===== src/source_text_tokenizer_defines.svh =====
// Assertion macros for the source text tokenizer.
// Each use names its label and property; the clock is clk and reset is arst_n.
`ifndef SOURCE_TEXT_TOKENIZER_DEFINES_SVH
`define SOURCE_TEXT_TOKENIZER_DEFINES_SVH
`ifndef SYNTHESIS
`define STT_ASSERT(label, prop) \
	label: assert property (@(posedge clk) disable iff (!arst_n) (prop)) \
		else $error("tokenizer assertion failed");
`define STT_ASSERT_NEXT(label, pre, post) \
	label: assert property (@(posedge clk) disable iff (!arst_n) (pre) |=> (post)) \
		else $error("tokenizer assertion failed");
`else
`define STT_ASSERT(label, prop)
`define STT_ASSERT_NEXT(label, pre, post)
`endif
`endif


===== src/stt_pkg.sv =====
`timescale 1ns / 1ps
package stt_pkg;

	typedef enum logic [3:0] {
		M_IDLE, M_NUMBER, M_IDENT, M_STRING, M_EQ, M_BANG, M_LT, M_GT, M_HALT
	} mode_t;

	typedef enum logic [4:0] {
		K_EOF = 5'd0, K_NUMBER = 5'd1, K_IDENT = 5'd2, K_STRING = 5'd3,
		K_LET = 5'd4, K_IF = 5'd5, K_ELSE = 5'd6, K_WHILE = 5'd7,
		K_FUNCTION = 5'd8, K_RETURN = 5'd9, K_PRINT = 5'd10,
		K_EQUAL = 5'd11, K_EQEQ = 5'd12, K_NEQ = 5'd13, K_LT = 5'd14,
		K_LTEQ = 5'd15, K_GT = 5'd16, K_GTEQ = 5'd17, K_PLUS = 5'd18,
		K_MINUS = 5'd19, K_STAR = 5'd20, K_SLASH = 5'd21, K_LPAREN = 5'd22,
		K_RPAREN = 5'd23, K_LBRACE = 5'd24, K_RBRACE = 5'd25, K_SEMI = 5'd26,
		K_COMMA = 5'd27, K_ERROR = 5'd28
	} kind_t;

	localparam int MAX_LEXEME = 255;
	localparam int LEN_W = 8;
	localparam int KW_COUNT = 7;
	localparam int FIFO_DEPTH = 4;
	localparam int PTR_W = $clog2(FIFO_DEPTH);
	localparam int CNT_W = $clog2(FIFO_DEPTH + 1);

	typedef logic [LEN_W-1:0] len_t;
	typedef logic [KW_COUNT-1:0] mask_t;

	localparam logic [7:0] CH_NUL = 8'h00;
	localparam logic [7:0] CH_TAB = 8'h09;
	localparam logic [7:0] CH_LF = 8'h0A;
	localparam logic [7:0] CH_CR = 8'h0D;
	localparam logic [7:0] CH_SPACE = 8'h20;
	localparam logic [7:0] CH_BANG = 8'h21;
	localparam logic [7:0] CH_QUOTE = 8'h22;
	localparam logic [7:0] CH_LT = 8'h3C;
	localparam logic [7:0] CH_EQ = 8'h3D;
	localparam logic [7:0] CH_GT = 8'h3E;

	// Keyword text is right-aligned: the first letter sits highest.
	localparam logic [63:0] KW_TEXT [KW_COUNT] = '{
		64'("let"), 64'("if"), 64'("else"), 64'("while"),
		64'("function"), 64'("return"), 64'("print")
	};
	localparam logic [3:0] KW_LEN [KW_COUNT] = '{
		4'd3, 4'd2, 4'd4, 4'd5, 4'd8, 4'd6, 4'd5
	};

	typedef struct packed {
		logic  emit;
		kind_t kind;
		mode_t mode;
		len_t  len;
	} take_t;

	function automatic logic is_digit(input logic [7:0] c);
		return c >= 8'h30 && c <= 8'h39;
	endfunction

	function automatic logic is_word(input logic [7:0] c);
		return is_digit(c) || (c >= 8'h61 && c <= 8'h7A) ||
			(c >= 8'h41 && c <= 8'h5A) || c == 8'h5F;
	endfunction

	function automatic len_t len_inc(input len_t len);
		return (len < LEN_W'(MAX_LEXEME)) ? len + 1'b1 : len;
	endfunction

	function automatic logic [7:0] kw_char(input int i, input logic [2:0] pos);
		int sh;
		sh = 8 * (int'(KW_LEN[i]) - 1 - int'(pos));
		if (sh < 0)
			return CH_NUL;
		return KW_TEXT[i][sh +: 8];
	endfunction

	// Drops every keyword that no longer matches after byte c at position len.
	function automatic mask_t ident_mask(input mask_t mask, input len_t len,
		input logic [7:0] c);
		mask_t m;
		m = mask;
		for (int i = 0; i < KW_COUNT; i++) begin
			if (len >= LEN_W'(KW_LEN[i]) || kw_char(i, len[2:0]) != c)
				m[i] = 1'b0;
		end
		return m;
	endfunction

	function automatic kind_t ident_kind(input mask_t mask, input len_t len);
		kind_t k;
		k = K_IDENT;
		for (int i = KW_COUNT - 1; i >= 0; i--) begin
			if (mask[i] && len == LEN_W'(KW_LEN[i]))
				k = kind_t'(5'(K_LET) + 5'(i));
		end
		return k;
	endfunction

	function automatic kind_t single_kind(input logic [7:0] c);
		case (c)
			8'h2B: return K_PLUS;
			8'h2D: return K_MINUS;
			8'h2A: return K_STAR;
			8'h2F: return K_SLASH;
			8'h28: return K_LPAREN;
			8'h29: return K_RPAREN;
			8'h7B: return K_LBRACE;
			8'h7D: return K_RBRACE;
			8'h3B: return K_SEMI;
			8'h2C: return K_COMMA;
			default: return K_ERROR;
		endcase
	endfunction

	// Handles a byte with no token open.
	function automatic take_t idle_take(input logic [7:0] c, input len_t len);
		take_t t;
		t.emit = 1'b0;
		t.kind = K_EOF;
		t.mode = M_IDLE;
		t.len = len;
		if (c == CH_NUL) begin
			t.emit = 1'b1;
			t.len = '0;
		end else if (c == CH_SPACE || c == CH_TAB || c == CH_LF || c == CH_CR) begin
			t.len = len;
		end else if (is_digit(c)) begin
			t.mode = M_NUMBER;
			t.len = LEN_W'(1);
		end else if (is_word(c)) begin
			t.mode = M_IDENT;
			t.len = LEN_W'(1);
		end else if (c == CH_QUOTE) begin
			t.mode = M_STRING;
			t.len = '0;
		end else if (c == CH_EQ || c == CH_BANG || c == CH_LT || c == CH_GT) begin
			t.mode = (c == CH_EQ) ? M_EQ : (c == CH_BANG) ? M_BANG :
				(c == CH_LT) ? M_LT : M_GT;
			t.len = LEN_W'(1);
		end else begin
			t.emit = 1'b1;
			t.kind = single_kind(c);
			if (t.kind == K_ERROR) begin
				t.mode = M_HALT;
				t.len = '0;
			end else begin
				t.len = LEN_W'(1);
			end
		end
		return t;
	endfunction

endpackage


===== src/source_text_tokenizer.sv =====
`timescale 1ns / 1ps
`include "source_text_tokenizer_defines.svh"
// Source text tokenizer: takes one byte of text per word on the input side (byte 0 ends the
// text) and gives the kind of each token on the output side. It takes one byte per clock
// cycle while in_stall is low. A number, an identifier or a one-byte '=', '<' or '>' is
// reported only when the byte after it arrives. If a byte closes one token and is itself a
// one-byte token or the end of text, it gives two result words. Results leave through a
// four-word queue at one word per cycle while out_stall is low. The first word for a byte
// can be taken in the cycle after that byte is accepted. The input stalls while the queue
// holds more than two words. After a lone '!' or an unknown byte the block reports an
// error word. It then takes and drops all further bytes until reset.
module source_text_tokenizer (
	input  logic                clk,
	input  logic                arst_n,
	input  logic                in_valid,
	output logic                in_stall,
	input  logic [7:0]          ch,
	output logic                out_valid,
	input  logic                out_stall,
	output logic [4:0]          kind
);
	import stt_pkg::*;

	mode_t  mode_q, nx_mode;
	mask_t  mask_q, nx_mask;
	len_t   len_q, nx_len;
	take_t  tk;
	logic   emit_a, use_take, in_acc, out_acc;
	kind_t  kind_a, k0, k1;
	logic [1:0] n_push, n_res;

	kind_t            fifo_q [FIFO_DEPTH];
	logic [PTR_W-1:0] wr_q, rd_q;
	logic [CNT_W-1:0] cnt_q;

	assign in_stall = cnt_q > CNT_W'(FIFO_DEPTH - 2);
	assign out_valid = cnt_q != '0;
	assign kind = 5'(fifo_q[rd_q]);
	assign in_acc = in_valid && !in_stall;
	assign out_acc = out_valid && !out_stall;

	always_comb begin
		tk = idle_take(ch, len_q);
		emit_a = 1'b0;
		kind_a = K_EOF;
		use_take = 1'b0;
		nx_mode = mode_q;
		nx_mask = mask_q;
		nx_len = len_q;
		unique case (mode_q) inside
			M_HALT: begin
				nx_mode = M_HALT;
			end
			M_NUMBER: begin
				if (is_digit(ch)) begin
					nx_len = len_inc(len_q);
				end else begin
					emit_a = 1'b1;
					kind_a = K_NUMBER;
					use_take = 1'b1;
				end
			end
			M_IDENT: begin
				if (is_word(ch)) begin
					nx_mask = ident_mask(mask_q, len_q, ch);
					nx_len = len_inc(len_q);
				end else begin
					emit_a = 1'b1;
					kind_a = ident_kind(mask_q, len_q);
					use_take = 1'b1;
				end
			end
			M_STRING: begin
				if (ch == CH_QUOTE) begin
					emit_a = 1'b1;
					kind_a = K_STRING;
					nx_mode = M_IDLE;
				end else if (ch == CH_NUL) begin
					emit_a = 1'b1;
					kind_a = K_STRING;
					use_take = 1'b1;
				end else begin
					nx_len = len_inc(len_q);
				end
			end
			M_EQ, M_BANG, M_LT, M_GT: begin
				emit_a = 1'b1;
				if (ch == CH_EQ) begin
					kind_a = (mode_q == M_EQ) ? K_EQEQ : (mode_q == M_BANG) ? K_NEQ :
						(mode_q == M_LT) ? K_LTEQ : K_GTEQ;
					nx_len = len_inc(len_q);
					nx_mode = M_IDLE;
				end else if (mode_q == M_BANG) begin
					kind_a = K_ERROR;
					nx_mode = M_HALT;
				end else begin
					kind_a = (mode_q == M_EQ) ? K_EQUAL : (mode_q == M_LT) ? K_LT : K_GT;
					use_take = 1'b1;
				end
			end
			default: begin
				use_take = 1'b1;
			end
		endcase
		if (use_take) begin
			nx_mode = tk.mode;
			nx_len = tk.len;
			// A fresh identifier starts with every keyword still possible.
			if (tk.mode == M_IDENT)
				nx_mask = ident_mask('1, '0, ch);
		end
		// The closing word of an open token always goes out ahead of the new one.
		if (emit_a) begin
			k0 = kind_a;
			k1 = tk.kind;
			n_res = (use_take && tk.emit) ? 2'd2 : 2'd1;
		end else begin
			k0 = tk.kind;
			k1 = tk.kind;
			n_res = (use_take && tk.emit) ? 2'd1 : 2'd0;
		end
		n_push = in_acc ? n_res : 2'd0;
	end

	always_ff @(posedge clk or negedge arst_n) begin
		if (!arst_n) begin
			mode_q <= M_IDLE;
			mask_q <= '1;
			len_q <= '0;
		end else if (in_acc) begin
			mode_q <= nx_mode;
			mask_q <= nx_mask;
			len_q <= nx_len;
		end
	end

	always_ff @(posedge clk or negedge arst_n) begin
		if (!arst_n) begin
			wr_q <= '0;
			rd_q <= '0;
			cnt_q <= '0;
		end else begin
			wr_q <= wr_q + PTR_W'(n_push);
			rd_q <= rd_q + PTR_W'(out_acc);
			cnt_q <= cnt_q + CNT_W'(n_push) - CNT_W'(out_acc);
		end
	end

	always_ff @(posedge clk) begin
		if (n_push != 2'd0)
			fifo_q[wr_q] <= k0;
		if (n_push == 2'd2)
			fifo_q[wr_q + PTR_W'(1)] <= k1;
	end

	`STT_ASSERT(a_cnt_bound, cnt_q <= CNT_W'(FIFO_DEPTH))
	`STT_ASSERT_NEXT(a_halt_sticky, mode_q == M_HALT, mode_q == M_HALT)
	`STT_ASSERT(a_halt_silent, (mode_q == M_HALT) |-> (n_push == 2'd0))
	`STT_ASSERT_NEXT(a_cnt_pop, (n_push == 2'd0) && out_acc, cnt_q == $past(cnt_q) - 1'b1)

endmodule

===== config.mk =====
export PLATFORM = sky130hd
export DESIGN_NAME = source_text_tokenizer
export DESIGN_NICKNAME = d
export VERILOG_FILES = /design/src/stt_pkg.sv /design/src/source_text_tokenizer.sv
export VERILOG_INCLUDE_DIRS = /design/src /design/src/src
export SDC_FILE = /design/constraint.sdc
export NUM_CORES = 1
export LEC_CHECK = 0
export BUFFER_PORTS_ARGS = -buffer_cell sky130_fd_sc_hd__buf_2
export CAP_MARGIN = 30
export CORE_ASPECT_RATIO = 0.6
export CORE_MARGIN = 4
export CORE_UTILIZATION = 53
export DETAILED_ROUTE_END_ITERATION = 6
export PLACE_DENSITY = 0.67
export REMOVE_ABC_BUFFERS = 1
export SLEW_MARGIN = 10
export SYNTH_ARGS = -nofsm -noshare
export SYNTH_HDL_FRONTEND = slang
export SYNTH_SLANG_ARGS = --single-unit
export TNS_END_PERCENT = 30

===== constraint.sdc =====
create_clock -name clk -period 10.2 [get_ports clk]
set_input_delay 1.53 -clock clk [delete_from_list [all_inputs] [get_ports clk]]
set_output_delay 1.53 -clock clk [all_outputs]
set_load 0.005 [all_outputs]

* Word-level counts from Yosys, hierarchy flattened *
Memory sizes are Yosys's and may differ from the RTL's.
Cells that the tools add are included.

cells by class
  multiplexer cells = 138
  $add $sub $neg = 12
  shift-type cells = 7
  reduce and logical (&&, ||, !) cells = 39
  magnitude comparators = 20
  equal/unequal tests = 59

operators with widths
  cell                     count
  $shiftx 64x7->8 const A  7
  $mux 8                   36
  $eq 8x6->1 const B       14
  $mux 5                   21
  $ne 7x8->1 const A       7
  $ne 8x8->1               7
  $mux 1                   48
  $mux 12                  4
  $lt 7x1->1 const B       6
  $pmux 4 s10              1
  $eq 8x4->1 const B       4
  $pmux 8 s4               1
  $mux 7                   4
  $eq 8x3->1 const B       3
  $eq 8x7->1 const B       3
  $ge 8x3->1 const B       3
  $mux 4                   6
  $mux 6                   4
  $pmux 5 s4               1
  $eq 4x3->1 const B       4
  $eq 8x2->1 const B       2
  $ge 8x2->1 const B       2
  $ge 8x7->1 const B       2
  $le 8x7->1 const B       2
  other kinds (39)         83

word-level totals
  bits in writable memories = 20
  input bits = 12
  bits in registers = 26
  output and inout bits = 7
  memories = 1
  logic and storage cells = 282

memory list
  name    depth  width  rd ports  clocked after Yosys merged registers in  wr ports  RTL line                     text
  fifo_q  4      5      1         0                                        2         source_text_tokenizer.sv:32  kind_t fifo_q [FIFO_DEPTH];

* Depth between registers and ports, before layout *
Gate-level depths: netlist of the first run.

  word-level depth = 25
  mapped depth = 16
  gate-level depth less buffers = 12

* Least setup slack after synthesis of the first run *
No wires, ideal clock.

  path type = in2reg
  start = input port ch[1]
  end = memory fifo_q[1][1] (netlist bit), data pin
  data required time = 9.940 ns
  setup slack = 5.175 ns
  library setup time = 0.260 ns
  buffers on the path = 4
  stages = 13
  arrival time = 4.765 ns
  path through = buf_2 or4_4 o311ai_4 o221ai_2 and3_1 buf_6 clkbuf_1 nor3_1 ha_1 nor2b_1 or4b_2 clkbuf_1 mux2_2

RTL lines
  item         RTL line                     text
  from (decl)  source_text_tokenizer.sv:17  input logic [7:0] ch,
  to (decl)    source_text_tokenizer.sv:32

==> impl_metrics.py, run 1 <==
metrics = {
    "run_status": {
        "status": "complete, no violations",
    },
    "pwr": {
        "p_leak_nw": 1.77,
        "power_mw": 1.01,
        "ir_worst_vdd_uv": 134,
        "p_per_area_nw_per_um2": 208,
    },
    "clock_tree": {
        "cts_buffers": 5,
        "holdBufCountCts": 0,
        "post_cts_buffers": 0,
        "htree_levels": 2,
        "cts_num_sinks": 46,
        "cts_resized": 0,
        "cts.clk_slew.worst_paths_ns": 0.06,
        "cts-root-buf": "clkbuf_16",
        "tritoncts": "built",
        "clk_path_buf_depth": 2,
        "clock_latency_ns": 0.29,
    },
    "layout": {
        "layout-drive-gt1-share_pct": 12.0,
        "final_nets": 568,
        "syn_to_final_growth_pct": 4.39,
        "antenna_cells": 0,
    },
    "setup_path": {
        "r2r_start": "mode_q[1]",
        "critPathTopFamily": "simple AND/OR/NAND/NOR gates",
        "r2r-end": "fifo_q[1][4]",
        "start_kind": "input pin",
        "reg2regPathDepth": 9,
        "slowest_stage": "or4b_2",
        "cp-end-kind": "flop",
        "crit_chain": "buf_2 > and4b_1 > o2111ai_1 > o221ai_2 > and3_1 > nor3_1 > ha_1 > nor2b_1 > or4b_2 > mux2_2",
        "timing_worst_setup_path_type": "in -> reg",
        "cp_slowest_stage_delay_ns": 0.74,
        "r2r_setup_slack_ns": 6.26,
        "cp_max_fo": 31,
        "worstPathRequired_ns": 10.24,
        "path_buf_inv": 1,
        "arrival_ns": 5.41,
    },
    "grt": {
        "grt_usage_pct": 27.8,
        "antenna_found_initial": 0,
        "grt-ovfl-total": 0,
        "grt_pass1_wl_mm": 22.7,
        "grt_pass1_vias": 4100,
        "grt_max_degree": 38,
    },
    "floorplan": {
        "core_area_um2": 8520,
        "fp-row-count": 26,
        "die_h_um": 80.6,
        "start_util_pct": 54.6,
        "ios": 19,
        "dieWidth_um": 129,
        "die-area_um2": 10400,
    },
    "synthesis": {
        "ys_seq_area_share_pct": 27.1,
        "synthTopCellsByArea": "edfxtp_1, dfrtp_1, nand2_1",
        "synth_area_um2": 4650,
        "async_reset_ff_share_pct": 56.5,
        "synth_cell_types": 84,
        "synth_top_cell_area_share_pct": 12.9,
        "synth_common_cells": "nand2_1, nor2_1, o21ai_0",
        "ys.flop_type": "edfxtp_1",
        "syn-instance-count": 560,
        "ys_ff_latch": 46,
        "synth-warning-count": 0,
        "yosysMostFrequentCell": "nand2_1",
        "yosysTopAreaCell": "edfxtp_1",
        "syn_avg_cell_area_um2": 8.30,
        "synth_edf_count": 20,
    },
    "min_path": {
        "hold_path_class": "reg -> reg",
        "holdPathStages": 2,
        "min_to": "mask_q[5]",
        "min-delay-start": "mask_q[5]",
    },
    "drt": {
        "routed_wl_mm": 14.0,
        "wl_per_cell_um": 21.5,
        "drc": 0,
        "drtIter0Drc": 785,
        "viasPerCell": 7.10,
        "drtPass1Iterations": 7,
        "num_vias": 4629,
        "route.antenna.remaining_nets": 0,
    },
    "timing": {
        "setup_tns_ns": 0,
        "maxSlewViolCount": 0,
        "relSlewSlack_pct": 39.0,
        "worst_slew_pin_slew_ns": 0.902,
        "max_freq_mhz": 186,
        "finalHoldViolations": 0,
        "min_period_over_period_pct": 52.7,
        "rsz0062_at_grt": "no",
        "setup-violations-final": 0,
        "fin_crit_ns": 5.37,
        "clock_skew_ns": 0.00429,
    },
    "job": {
        "drv_cap": 0,
    },
    "place": {
        "dp_hpwl_mm": 10.3,
        "portBuffers": 18,
        "gp_congestion": 0.953,
    },
}
## kinds of logic after synthesis
family / share of synthesized area (%)
simple gates: 24.6
compound gates: 25.4
buf+inv: 6.32
flops: 27.1
mux: 7.72
xor+xnor: 4.14
fa+ha+maj: 4.73
## where the power goes
group | internal, mW | leakage [nW] | switching [mW]
Sequential | 0.230 | 0.482 | 0.0663
Combinational | 0.197 | 1.21 | 0.330
Clock | 0.116 | 0.0781 | 0.0696
## layer usage
metal	vias to the layer above	track usage (%)	routed length, um
met5	-	0	0
met4	0	5.03	119
met3	16	10.5	1940
met2	307	35.5	5320
met1	2228	43.3	6600
li1	2078	-	-
## cells in the final DEF, fill, tap and decap left out, types with 6 or more instances in the layout
cell type   n
nand2_1    56
mux2_2      9
o22ai_1     6
mux2i_1    13
nor2b_1    17
o21ai_0    36
a31oi_1     6
nor4_1      9
buf_2      18
a21oi_1    24
nor3_1     11
nand3b_1    7
edfxtp_1   20
dfstp_2     7
xnor2_1    16
a22oi_1     8
o211ai_1    6
or3_1       6
nor3b_1     7
nand3_1    15
and3_1      6
nand2b_1    8
inv_1      24
xor2_1      6
nor2_1     38
a22o_1      9
ha_1       16
nand4_1    11
dfrtp_1    19
## flip-flops by register name, indices dropped and copies added, names as in the netlist
name,count
fifo_q,20
len_q,8
mask_q,7
mode_q,4
cnt_q,3
rd_q,2
wr_q,2
## worst max-delay path by stage
stage / slack [ns] / endpoint / depth (start not counted) / startpoint
5_1_grt: 4.52 / fifo_q[1][4] / 10 / ch[0]
4_1_cts: 4.88 / fifo_q[1][4] / 10 / ch[0]
6_report: 4.83 / fifo_q[1][4] / 10 / ch[0]
2_1_floorplan: 5.48 / fifo_q[1][1] / 9 / ch[3]
3_3_place_gp: 4.75 / fifo_q[1][4] / 10 / ch[0]
3_5_place_dp: 4.60 / fifo_q[1][4] / 10 / ch[0]
## worst register-to-register path, cell delays in order, from the launching register on
cell      delay [ns]
dfrtp_1         0.60
nor2b_1         0.25
and2_1          0.23
o221ai_2        0.20
and3_1          0.45
nor3_1          0.28
ha_1            0.31
nor2b_1         0.32
or4b_2          0.74
mux2_2          0.32
## layout make-up
cell class	instances	area [um2]
Timing Repair Buffer	20	105
Inverter	24	90.1
Multi-Input combinational cell	442	3100
Clock inverter	1	30.0
Fill cell	780	3670
Clock buffer	7	133
Sequential cell	46	1260
Tap cell	112	140
## stage by stage
step / cell area, um2 / std cells / setup WS (ns) / hold WS, ns / util [%]
global placement: 4690 / 644 / 4.75 / 0.489 / 55.0
finish: 4850 / 652 / 4.83 / 0.496 / 57.0
global route: 4850 / 652 / 4.52 / 0.522 / 57.0
floorplan: 4450 / 512 / 5.48 / 0.462 / -
CTS: 4850 / 652 / 4.88 / 0.497 / 57.0
detailed placement: 4690 / 644 / 4.60 / 0.482 / 55.0
No activity file was read; power rests on OpenSTA's default activity.
==> inputs of run 2 (changes only) <==
--- a/config.mk
+++ b/config.mk
@@ -12,7 +12,7 @@
 export CORE_MARGIN = 4
 export CORE_UTILIZATION = 53
 export DETAILED_ROUTE_END_ITERATION = 6
-export PLACE_DENSITY = 0.67
+export PLACE_DENSITY = 0.7
 export REMOVE_ABC_BUFFERS = 1
 export SLEW_MARGIN = 10
 export SYNTH_ARGS = -nofsm -noshare
==> constraint.sdc (replaced) <==
create_clock -name clk -period 4.9 [get_ports clk]
set_input_delay 0.735 -clock clk [delete_from_list [all_inputs] [get_ports clk]]
set_output_delay 0.735 -clock clk [all_outputs]
set_load 0.005 [all_outputs]
==> impl_metrics.py, run 2 (synthesis gave the netlist of run 1 again) <==
metrics = {
    "floorplan": {
        "dieWidth_um": 129,
        "die_h_um": 80.6,
        "core_area_um2": 8520,
        "fp-row-count": 26,
        "die-area_um2": 10400,
        "start_util_pct": 54.6,
        "ios": 19,
    },
    "clock_tree": {
        "holdBufCountCts": 0,
        "htree_levels": 2,
        "tritoncts": "built",
        "post_cts_buffers": 0,
        "clock_latency_ns": 0.29,
        "cts_buffers": 5,
        "cts_num_sinks": 46,
        "cts-root-buf": "clkbuf_16",
        "cts_resized": 0,
        "clk_path_buf_depth": 2,
        "cts.clk_slew.worst_paths_ns": 0.07,
    },
    "drt": {
        "drc": 0,
        "viasPerCell": 7.06,
        "drtPass1Iterations": 7,
        "drtIter0Drc": 875,
        "route.antenna.remaining_nets": 0,
        "wl_per_cell_um": 21.6,
        "routed_wl_mm": 14.3,
        "num_vias": 4674,
    },
    "setup_path": {
        "arrival_ns": 4.36,
        "cp_max_fo": 22,
        "timing_worst_setup_path_type": "in -> reg",
        "worstPathRequired_ns": 4.94,
        "start_kind": "input pin",
        "cp-end-kind": "flop",
    },
    "timing": {
        "worst_slew_pin_slew_ns": 0.932,
        "max_freq_mhz": 231,
        "rsz0062_at_grt": "no",
        "whs_ns": 0.461,
        "setup-violations-final": 0,
        "fin_crit_ns": 4.32,
        "setup_tns_ns": 0,
        "finalHoldViolations": 0,
        "min_period_over_period_pct": 88.2,
        "clock_skew_ns": 0.00718,
        "relSlewSlack_pct": 37.0,
        "maxSlewViolCount": 0,
    },
    "layout": {
        "syn_to_final_growth_pct": 6.00,
        "layout-drive-gt1-share_pct": 13.6,
        "post-route-util_pct": 57.8,
        "regMostFlops": "fifo_q",
        "final_nets": 578,
        "largestRegisters": "fifo_q x20, len_q x8, mask_q x7",
        "antenna_cells": 0,
        "largest_reg_flops": 20,
        "final_area_um2": 4930,
        "final_common_cell": "nand2_1",
        "mostFrequentLayoutCells": "nand2_1, nor2_1, o21ai_0",
    },
    "place": {
        "postPlaceCellArea_um2": 4770,
        "gp_congestion": 1.05,
        "dp_hpwl_mm": 10.5,
        "portBuffers": 18,
    },
    "pwr": {
        "clkPwrFrac_pct": 18.3,
        "swShare_pct": 46.1,
        "combPwrFrac_pct": 52.2,
        "seq_power_share_pct": 29.4,
        "p_sw_mw": 0.979,
        "ir_worst_vdd_uv": 346,
        "p_per_area_nw_per_um2": 431,
        "p_leak_nw": 1.82,
        "power_mw": 2.12,
        "intPower_mw": 1.15,
    },
    "grt": {
        "grt_pass1_vias": 4228,
        "grt_pass1_wl_mm": 23.1,
        "grt_usage_pct": 28.4,
        "antenna_found_initial": 0,
        "grt_max_degree": 30,
        "grt-ovfl-total": 0,
    },
    "min_path": {
        "hold_path_class": "in -> async",
    },
    "job": {
        "drv_cap": 0,
    },
    "run_status": {
        "status": "complete, no violations",
    },
}
[run 2: through the flow]
stage               instances  setup slack, ns
global route              662            0.373
global placement          654            0.644
floorplan                 512            0.972
detailed placement        654            0.439
CTS                       662            0.708
finish                    662            0.580
[run 2: path summary, 6_finish.rpt]
check                               start            to  slack, ns  cells after the start
worst max-delay path                ch[3]  fifo_q[1][4]       0.58                     10
worst min-delay path               arst_n     mode_q[1]       0.46                      1
worst max register to register  mode_q[1]  fifo_q[1][4]       1.15                      9
worst min register to register  mask_q[5]     mask_q[5]       0.51                      2
max in group asynchronous          arst_n      cnt_q[2]       4.00                      1
min in group clk                mask_q[5]     mask_q[5]       0.51                      2
[run 2: area by class of cell]
class / count / area [um2]
Fill cell: 774 / 3590
Multi-Input combinational cell: 442 / 3100
Sequential cell: 46 / 1260
Timing Repair Buffer: 30 / 180
Tap cell: 112 / 140
Clock buffer: 7 / 133
Inverter: 24 / 90.1
Clock inverter: 1 / 30.0
[run 2: power by group through the flow]
stage	Clock (mW)	Sequential [mW]	Combinational [mW]
3_3_place_gp	0	0.623	1.06
2_1_floorplan	0	0.609	0.740
3_5_place_dp	0	0.628	1.07
6_report	0.389	0.625	1.11
5_1_grt	0.412	0.642	1.22
4_1_cts	0.389	0.621	1.08
[run 2: critical path, stage by stage]
cell,delay (ns)
buf_2,0.36
inv_1,0.30
o221ai_1,0.43
o221ai_2,0.27
and3_1,0.25
nor3_1,0.21
ha_1,0.32
nor2b_1,0.37
or4b_2,0.76
mux2_2,0.33
[run 2: metal layers]
layer / share of wire (%) / GRT usage (%) / wire [um]
met1: 44 / 43.6 / 6320
met2: 38 / 37.1 / 5480
met3: 16 / 10.6 / 2330
met4: 1.1 / 5.56 / 163
met5: 0 / 0 / 0
==> inputs of run 3 (changes only) <==
--- a/config.mk
+++ b/config.mk
@@ -8,9 +8,10 @@
 export LEC_CHECK = 0
 export BUFFER_PORTS_ARGS = -buffer_cell sky130_fd_sc_hd__buf_2
 export CAP_MARGIN = 30
-export CORE_ASPECT_RATIO = 0.6
+export CORE_ASPECT_RATIO = 0.5
 export CORE_MARGIN = 4
 export CORE_UTILIZATION = 53
+export CTS_BUF_LIST = sky130_fd_sc_hd__clkbuf_16
 export DETAILED_ROUTE_END_ITERATION = 6
 export PLACE_DENSITY = 0.7
 export REMOVE_ABC_BUFFERS = 1
==> constraint.sdc (replaced) <==
create_clock -name clk -period 4.9 [get_ports clk]
set_input_delay 0.735 -clock clk [delete_from_list [all_inputs] [get_ports clk]]
set_output_delay 0.735 -clock clk [all_outputs]
set_load 0.1 [all_outputs]
==> impl_metrics.py, run 3 (synthesis gave the netlist of run 1 again) <==
metrics = {
    "grt": {
        "grt_pass1_vias": 4031,
        "grt_pass1_wl_mm": 21.3,
        "grt_max_degree": 31,
        "grt_usage_pct": 25.2,
        "grt-ovfl-total": 0,
        "antenna_found_initial": 0,
    },
    "floorplan": {
        "die-area_um2": 10400,
        "ios": 19,
        "fp-row-count": 23,
        "die_h_um": 74.2,
        "start_util_pct": 56.3,
        "dieWidth_um": 140,
        "core_area_um2": 8260,
    },
    "layout": {
        "antenna_cells": 0,
        "regMostFlops": "fifo_q",
        "final_common_cell": "nand2_1",
        "fillCellCount": 740,
        "final_nets": 579,
        "syn_to_final_growth_pct": 6.30,
        "mostFrequentLayoutCells": "nand2_1, nor2_1, o21ai_0",
        "layout-drive-gt1-share_pct": 14.2,
        "largestRegisters": "fifo_q x20, len_q x8, mask_q x7",
        "post-route-util_pct": 59.9,
        "largest_reg_flops": 20,
    },
    "job": {
        "drv_cap": 0,
    },
    "drt": {
        "routed_wl_mm": 12.9,
        "num_vias": 4400,
        "wl_per_cell_um": 19.4,
        "drtIter0Drc": 325,
        "met1_length_mm": 6.22,
        "top_layer_used": "met4",
        "viasPerCell": 6.64,
        "drtPass1Iterations": 5,
        "route.antenna.remaining_nets": 0,
        "wl_met2_mm": 5.53,
        "wl_met3_um": 882,
        "drc": 0,
    },
    "clock_tree": {
        "htree_levels": 2,
        "cts_buffers": 5,
        "clock_latency_ns": 0.29,
        "tritoncts": "built",
        "cts-root-buf": "clkbuf_16",
        "clk_path_buf_depth": 2,
        "cts.clk_slew.worst_paths_ns": 0.06,
        "post_cts_buffers": 0,
        "holdBufCountCts": 0,
        "cts_resized": 0,
        "cts_num_sinks": 46,
    },
    "pwr": {
        "ir_worst_vdd_uv": 339,
        "clkPwrFrac_pct": 17.0,
        "p_leak_nw": 1.83,
        "power_mw": 2.31,
        "seq_power_share_pct": 26.5,
        "p_sw_mw": 1.16,
        "intPower_mw": 1.15,
        "combPwrFrac_pct": 56.5,
        "p_per_area_nw_per_um2": 468,
        "swShare_pct": 50.3,
    },
    "setup_path": {
        "cp_max_fo": 30,
        "arrival_ns": 4.19,
        "cp-end-kind": "flop",
        "start_kind": "input pin",
        "timing_worst_setup_path_type": "in -> reg",
        "worstPathRequired_ns": 4.94,
    },
    "timing": {
        "setup_tns_ns": 0,
        "rsz0062_at_grt": "no",
        "setup-violations-final": 0,
        "relSlewSlack_pct": 31.9,
        "worst_slew_pin_slew_ns": 1.01,
        "clock_skew_ns": 0.00646,
        "fin_crit_ns": 4.15,
        "min_period_over_period_pct": 84.7,
        "finalHoldViolations": 0,
        "maxSlewViolCount": 0,
        "max_freq_mhz": 241,
        "worst_slack_ns": 0.751,
    },
    "min_path": {
        "hold_path_class": "in -> async",
    },
    "place": {
        "dp_hpwl_mm": 9.50,
        "gp_congestion": 1.01,
        "pre_cts_ws_ns": 0.541,
        "portBuffers": 18,
    },
    "run_status": {
        "status": "complete, no violations",
    },
}
## run 3: area by class of cell
type / instances / area (um2) / area share, %
clock inverter: 3 / 43.8 / 0.886
sequential: 46 / 1260 / 25.5
inverter: 24 / 90.1 / 1.82
multi-input combinational: 442 / 3100 / 62.6
clock buffer: 5 / 125 / 2.53
timing repair buffer: 31 / 188 / 3.80
tap: 112 / 140 / 2.83
## run 3: worst paths after layout
check	startpoint	endpoint	slack (ns)	cells past startpoint
setup / recovery	ch[3]	fifo_q[1][4]	0.75	10
hold / removal	arst_n	cnt_q[2]	0.45	1
setup reg to reg	mode_q[1]	fifo_q[1][4]	1.29	9
hold reg to reg	mask_q[5]	mask_q[5]	0.49	2
max in group asynchronous	arst_n	mode_q[0]	4.05	1
min in group clk	mask_q[5]	mask_q[5]	0.49	2
## run 3: critical path, stage by stage
cell      delay, ns
buf_2          0.44
nand2_1        0.16
o221ai_1       0.42
o221ai_2       0.27
and3_1         0.25
nor3_1         0.25
ha_1           0.32
nor2b_1        0.31
or4b_2         0.72
mux2_2         0.31
## run 3: power groups by stage
stage,logic [mW],clock network (mW),registers [mW]
CTS,1.29,0.397,0.610
global route,1.43,0.419,0.628
floorplan,0.971,0,0.609
global placement,1.28,0,0.618
finish,1.31,0.394,0.612
detailed placement,1.29,0,0.616
## run 3: stage by stage
step                instance area, um2  hold WS, ns  instances
finish                            4940        0.452        663
global route                      4940        0.508        663
CTS                               4940        0.477        663
detailed placement                4770        0.485        655
global placement                  4770        0.482        655
floorplan                         4450        0.439        512
## run 3: per-layer routing
layer | up-vias | global-route usage (%)
li1 | 2094 | -
met1 | 2094 | 37.1
met2 | 184 | 39.2
met3 | 28 | 4.43
met4 | 0 | 5.80
met5 | - | 0
